**config.mk**
```make
export PLATFORM = sky130hd
export DESIGN_NAME = lob_ram
export DESIGN_NICKNAME = d
export VERILOG_FILES = /design/src/limit_order_book_bbo_macros.svh /design/src/lob_ram.sv
export SDC_FILE = /design/constraint.sdc
export NUM_CORES = 2
export LEC_CHECK = 0
export BUFFER_PORTS_ARGS = -buffer_cell sky130_fd_sc_hd__buf_4
export CORE_MARGIN = 2
export CORE_UTILIZATION = 55
export CTS_CLUSTER_DIAMETER = 120
export CTS_CLUSTER_SIZE = 14
export DETAILED_ROUTE_END_ITERATION = 6
export HOLD_SLACK_MARGIN = 0.05
export PLACE_DENSITY = 0.71
export SETUP_SLACK_MARGIN = 0.15
export SLEW_MARGIN = 25
export SYNTH_ARGS = -nofsm -noshare
export SYNTH_HDL_FRONTEND = slang
export SYNTH_SLANG_ARGS = --single-unit
```
**constraint.sdc**
```tcl
create_clock -name clk -period 17 [get_ports clk]
set_input_delay 0.85 -clock clk [delete_from_list [all_inputs] [get_ports clk]]
set_output_delay 0.85 -clock clk [all_outputs]
set_load 0.05 [all_outputs]
```
**src/limit_order_book_bbo_macros.svh**
```systemverilog
// assertion macros for the limit order book best bid/offer block
// used by src/limit_order_book_bbo.sv, expects clk and arst_n in scope
`ifndef LIMIT_ORDER_BOOK_BBO_MACROS_SVH
`define LIMIT_ORDER_BOOK_BBO_MACROS_SVH
`ifndef SYNTHESIS
`define LOB_ASSERT_IMP(lbl, ante, cons) \
	lbl: assert property (@(posedge clk) disable iff (!arst_n) (ante) |-> (cons)) \
		else $error("lob assertion failed");
`define LOB_ASSERT_NXT(lbl, ante, cons) \
	lbl: assert property (@(posedge clk) disable iff (!arst_n) (ante) |=> (cons)) \
		else $error("lob assertion failed");
`else
`define LOB_ASSERT_IMP(lbl, ante, cons)
`define LOB_ASSERT_NXT(lbl, ante, cons)
`endif
`endif

```
**src/lob_ram.sv**
```systemverilog
// generic single write port memory with registered read
// no dependencies
`default_nettype none
module lob_ram #(
	parameter int DEPTH = 64,
	parameter int WIDTH = 64
) (
	input  logic                     clk,
	input  logic                     we,
	input  logic [$clog2(DEPTH)-1:0] waddr,
	input  logic [WIDTH-1:0]         wdata,
	input  logic [$clog2(DEPTH)-1:0] raddr,
	output logic [WIDTH-1:0]         rdata
);
	logic [WIDTH-1:0] mem [DEPTH];

	always_ff @(posedge clk) begin
		if (we) begin
			mem[waddr] <= wdata;
		end
		rdata <= mem[raddr];
	end
endmodule
`default_nettype wire

```
==> impl_metrics.ini <==
[outcome]
outcome = completed

[finish]
fin_nets = 6999
final_core_util = 0.6107
drive_gt1_frac = 0.2584
area_growth_pct = 10.35

[yosys]
syn-cell-area_mm2 = 0.1563
synth.area.mux_share = 0.1561
synth_compound_area_frac = 0.02477
synth_seq_cells = 4160
netlist_top_cells_area = edfxtp_1, mux4_2, mux2i_1
synth_top_area_cell = edfxtp_1
yosys_warnings = 0
avgSynthCellArea_um2 = 23.70
synth_top_family_by_area = multiplexers
synth-edff-count = 4096
synth_adder_area_share = 0
synth_ff_type = edfxtp_1
synth_simple_gate_area_frac = 0.01240
yosysSeqAreaShare = 0.7949
synthArstFlopShare = 0
synthCells = 6598
synth-xor-area-share = 0
synth_nets = 6676
synth_top_cell_area_share = 0.7867
ys_types = 33

[power_and_ir_drop]
peakVddDrop_v = 0.0001044
pwr_density_cell_mw_per_mm2 = 114.0
p_leak_nw = 53.09

[global_route]
antenna_found_initial = 30
grt_pass1_vias = 74960
grt.total_usage = 0.2877
grt_pass1_wl_um = 577000
grt_max_degree = 130
overflow = 0

[sta]
slew_headroom = 0.2109
postLayoutSetupSlackWorst_ns = 12.01
min_period_ns = 4.992
finalCritPeriodShare = 0.2937
worst_pin_slew_ns = 1.184
timing.fmax_mhz = 200.3
holdWs_ns = 0.4684
skew_ns = 0.03834
finalSetupViolCount = 0
drv_slew = 0
rsz0062_at_grt = no
hold_viol = 0
fin_tns_setup_ns = 0

[place]
place.gp.congestion = 0.7871
dp_slack_ns = 10.74
dp_hpwl_um = 216100
port_buffers = 141

[floorplanning]
fp-row-count = 195
die_x_um = 537.2
die-area_mm2 = 0.2886
die_h_um = 537.2
design.core.area_mm2 = 0.2825
initial_core_util = 0.5534
boundaryPins = 142

[critical_path]
critPathMaxStageDelay_ns = 0.74
cp-start-kind = primary input
crit_type = primary input to flip-flop
cp.arrival_ns = 5.70
path_buf_inv = 5
required_ns = 17.71
crit_path_frequent_cell = buf_4
path_max_fanout = 85
crit_path_end_kind = flip-flop
critical_path.slowest_cell = buf_4
path_cells = buf_16 -> buf_4 -> buf_4 -> buf_4 -> buf_6 -> mux4_2 -> mux2i_1 -> nand2_1 -> a41oi_1 -> a211oi_1
cp_top_family = buffers and inverters

[clocking]
cts_tree = built
cts_sinks = 4160
path_clk_slew_ns = 0.06
cts-buffers-inserted = 339
cts_setup_buffers = 0
cts_max_path_buffers = 4
clk_latency_ns = 0.90
hold_buffers = 0
h-tree-depth = 5
cts_resized = 0
cts_root_buffer = clkbuf_16

[routing]
num_vias = 76020
drc = 0
drtIter0Drc = 12720
ant_nets = 0
routed_wirelength_um = 412800
routedWlPerCell_um = 37.83
vias_per_cell = 6.966
drt_pass1_iterations = 6

[job]
maxCapViolCount = 0

[hold_path]
hold_class = primary input to flip-flop
-- stage by stage --
step           std cells  power [mW]  cell area (um^2)
6_report           10910       19.68            172500
3_3_place_gp       10310       12.62            162500
5_1_grt            10900       20.16            172500
2_1_floorplan       6598       12.20            156300
3_5_place_dp       10320       12.65            162700
4_1_cts            10890       19.76            172400
-- cell usage in the layout, fill, tap and decap left out, types with 21 or more instances in the layout --
master	count
nor2_1	47
a211oi_1	63
and3_1	64
a22o_1	88
mux2i_1	135
a41oi_1	26
clkbuf_1	207
nand3_1	45
or2_2	28
nor2_4	65
edfxtp_1	4096
diode_2	21
o22ai_1	83
a22oi_1	168
or3_1	29
clkbuf_16	346
nor2b_1	24
o221ai_1	38
buf_4	320
dfxtp_1	64
nand2_1	55
mux4_2	1024
-- registers in the layout, summed over array words and instances, names as in the netlist --
| name | count |
|---|---|
| mem | 4096 |
| rdata | 64 |
-- cell type report --
type | count | area, um^2
well taps | 3743 | 4683
clock inverters | 15 | 237.7
flip-flops and latches | 4160 | 124300
fillers | 18860 | 110000
repair buffers | 352 | 2984
multi-input cells | 2049 | 30790
clock buffers | 553 | 9435
diodes | 21 | 52.55
inverters | 19 | 71.32
-- synthesized netlist by cell type, types with 2 or more instances --
library cell  count
and3_1           64
a41oi_1          26
and2_1            3
buf_6             6
o221ai_1         38
nand2b_1         11
a22oi_1         168
nand4_1           2
nor2_1          112
a31oi_1          18
clkbuf_1        140
nor2b_1          28
o22ai_1          83
buf_2           170
nand3b_1          2
or3_1            29
nor3_1            2
a22o_1           88
edfxtp_1       4096
nand2_1          58
mux4_2         1024
a211oi_1         63
buf_4            34
buf_1            20
a2bb2oi_1        19
dfxtp_1          64
nand3_1          45
or2_2            28
inv_1            19
mux2i_1         135
-- cells by family after synthesis --
group,after synthesis
buffers and inverters,389
muxes,1159
AOI/OAI and AO/OA,504
DFF,4160
and+or+nand+nor,386
-- per-layer routing --
layer  share of wire  track usage  up-vias
li1                -            -    29000
met1            0.36       0.4160    40720
met2            0.47       0.4417     5477
met3            0.13      0.06198      812
met4           0.037      0.09978       12
met5         0.00048     0.003289        -
-- worst register-to-register path, cell delays in order, from the launching register on --
cell and delay (ns):
edfxtp_1 0.38, mux4_2 0.47, mux2i_1 0.23, nand2_1 0.09
a31oi_1 0.69, a211oi_1 0.10
-- where the power goes --
part	total, mW	internal [mW]	switching, mW
sequential	11.4	11.3	0.0506
combinational	1.03	0.364	0.662
clock	7.25	3.80	3.45
total	19.7	15.5	4.17
-- path summary, 6_finish.rpt --
| check | start | to | slack, ns | cells after the start |
|---|---|---|---|---|
| worst max-delay path | raddr[0] | rdata[13] | 12.01 | 10 |
| worst min-delay path | wdata[51] | mem[31][51] | 0.47 | 1 |
| worst max register to register | mem[46][33] | rdata[33] | 14.89 | 5 |
| worst min register to register | mem[54][30] | rdata[30] | 0.83 | 4 |
Power figures use the tool's default switching activity.
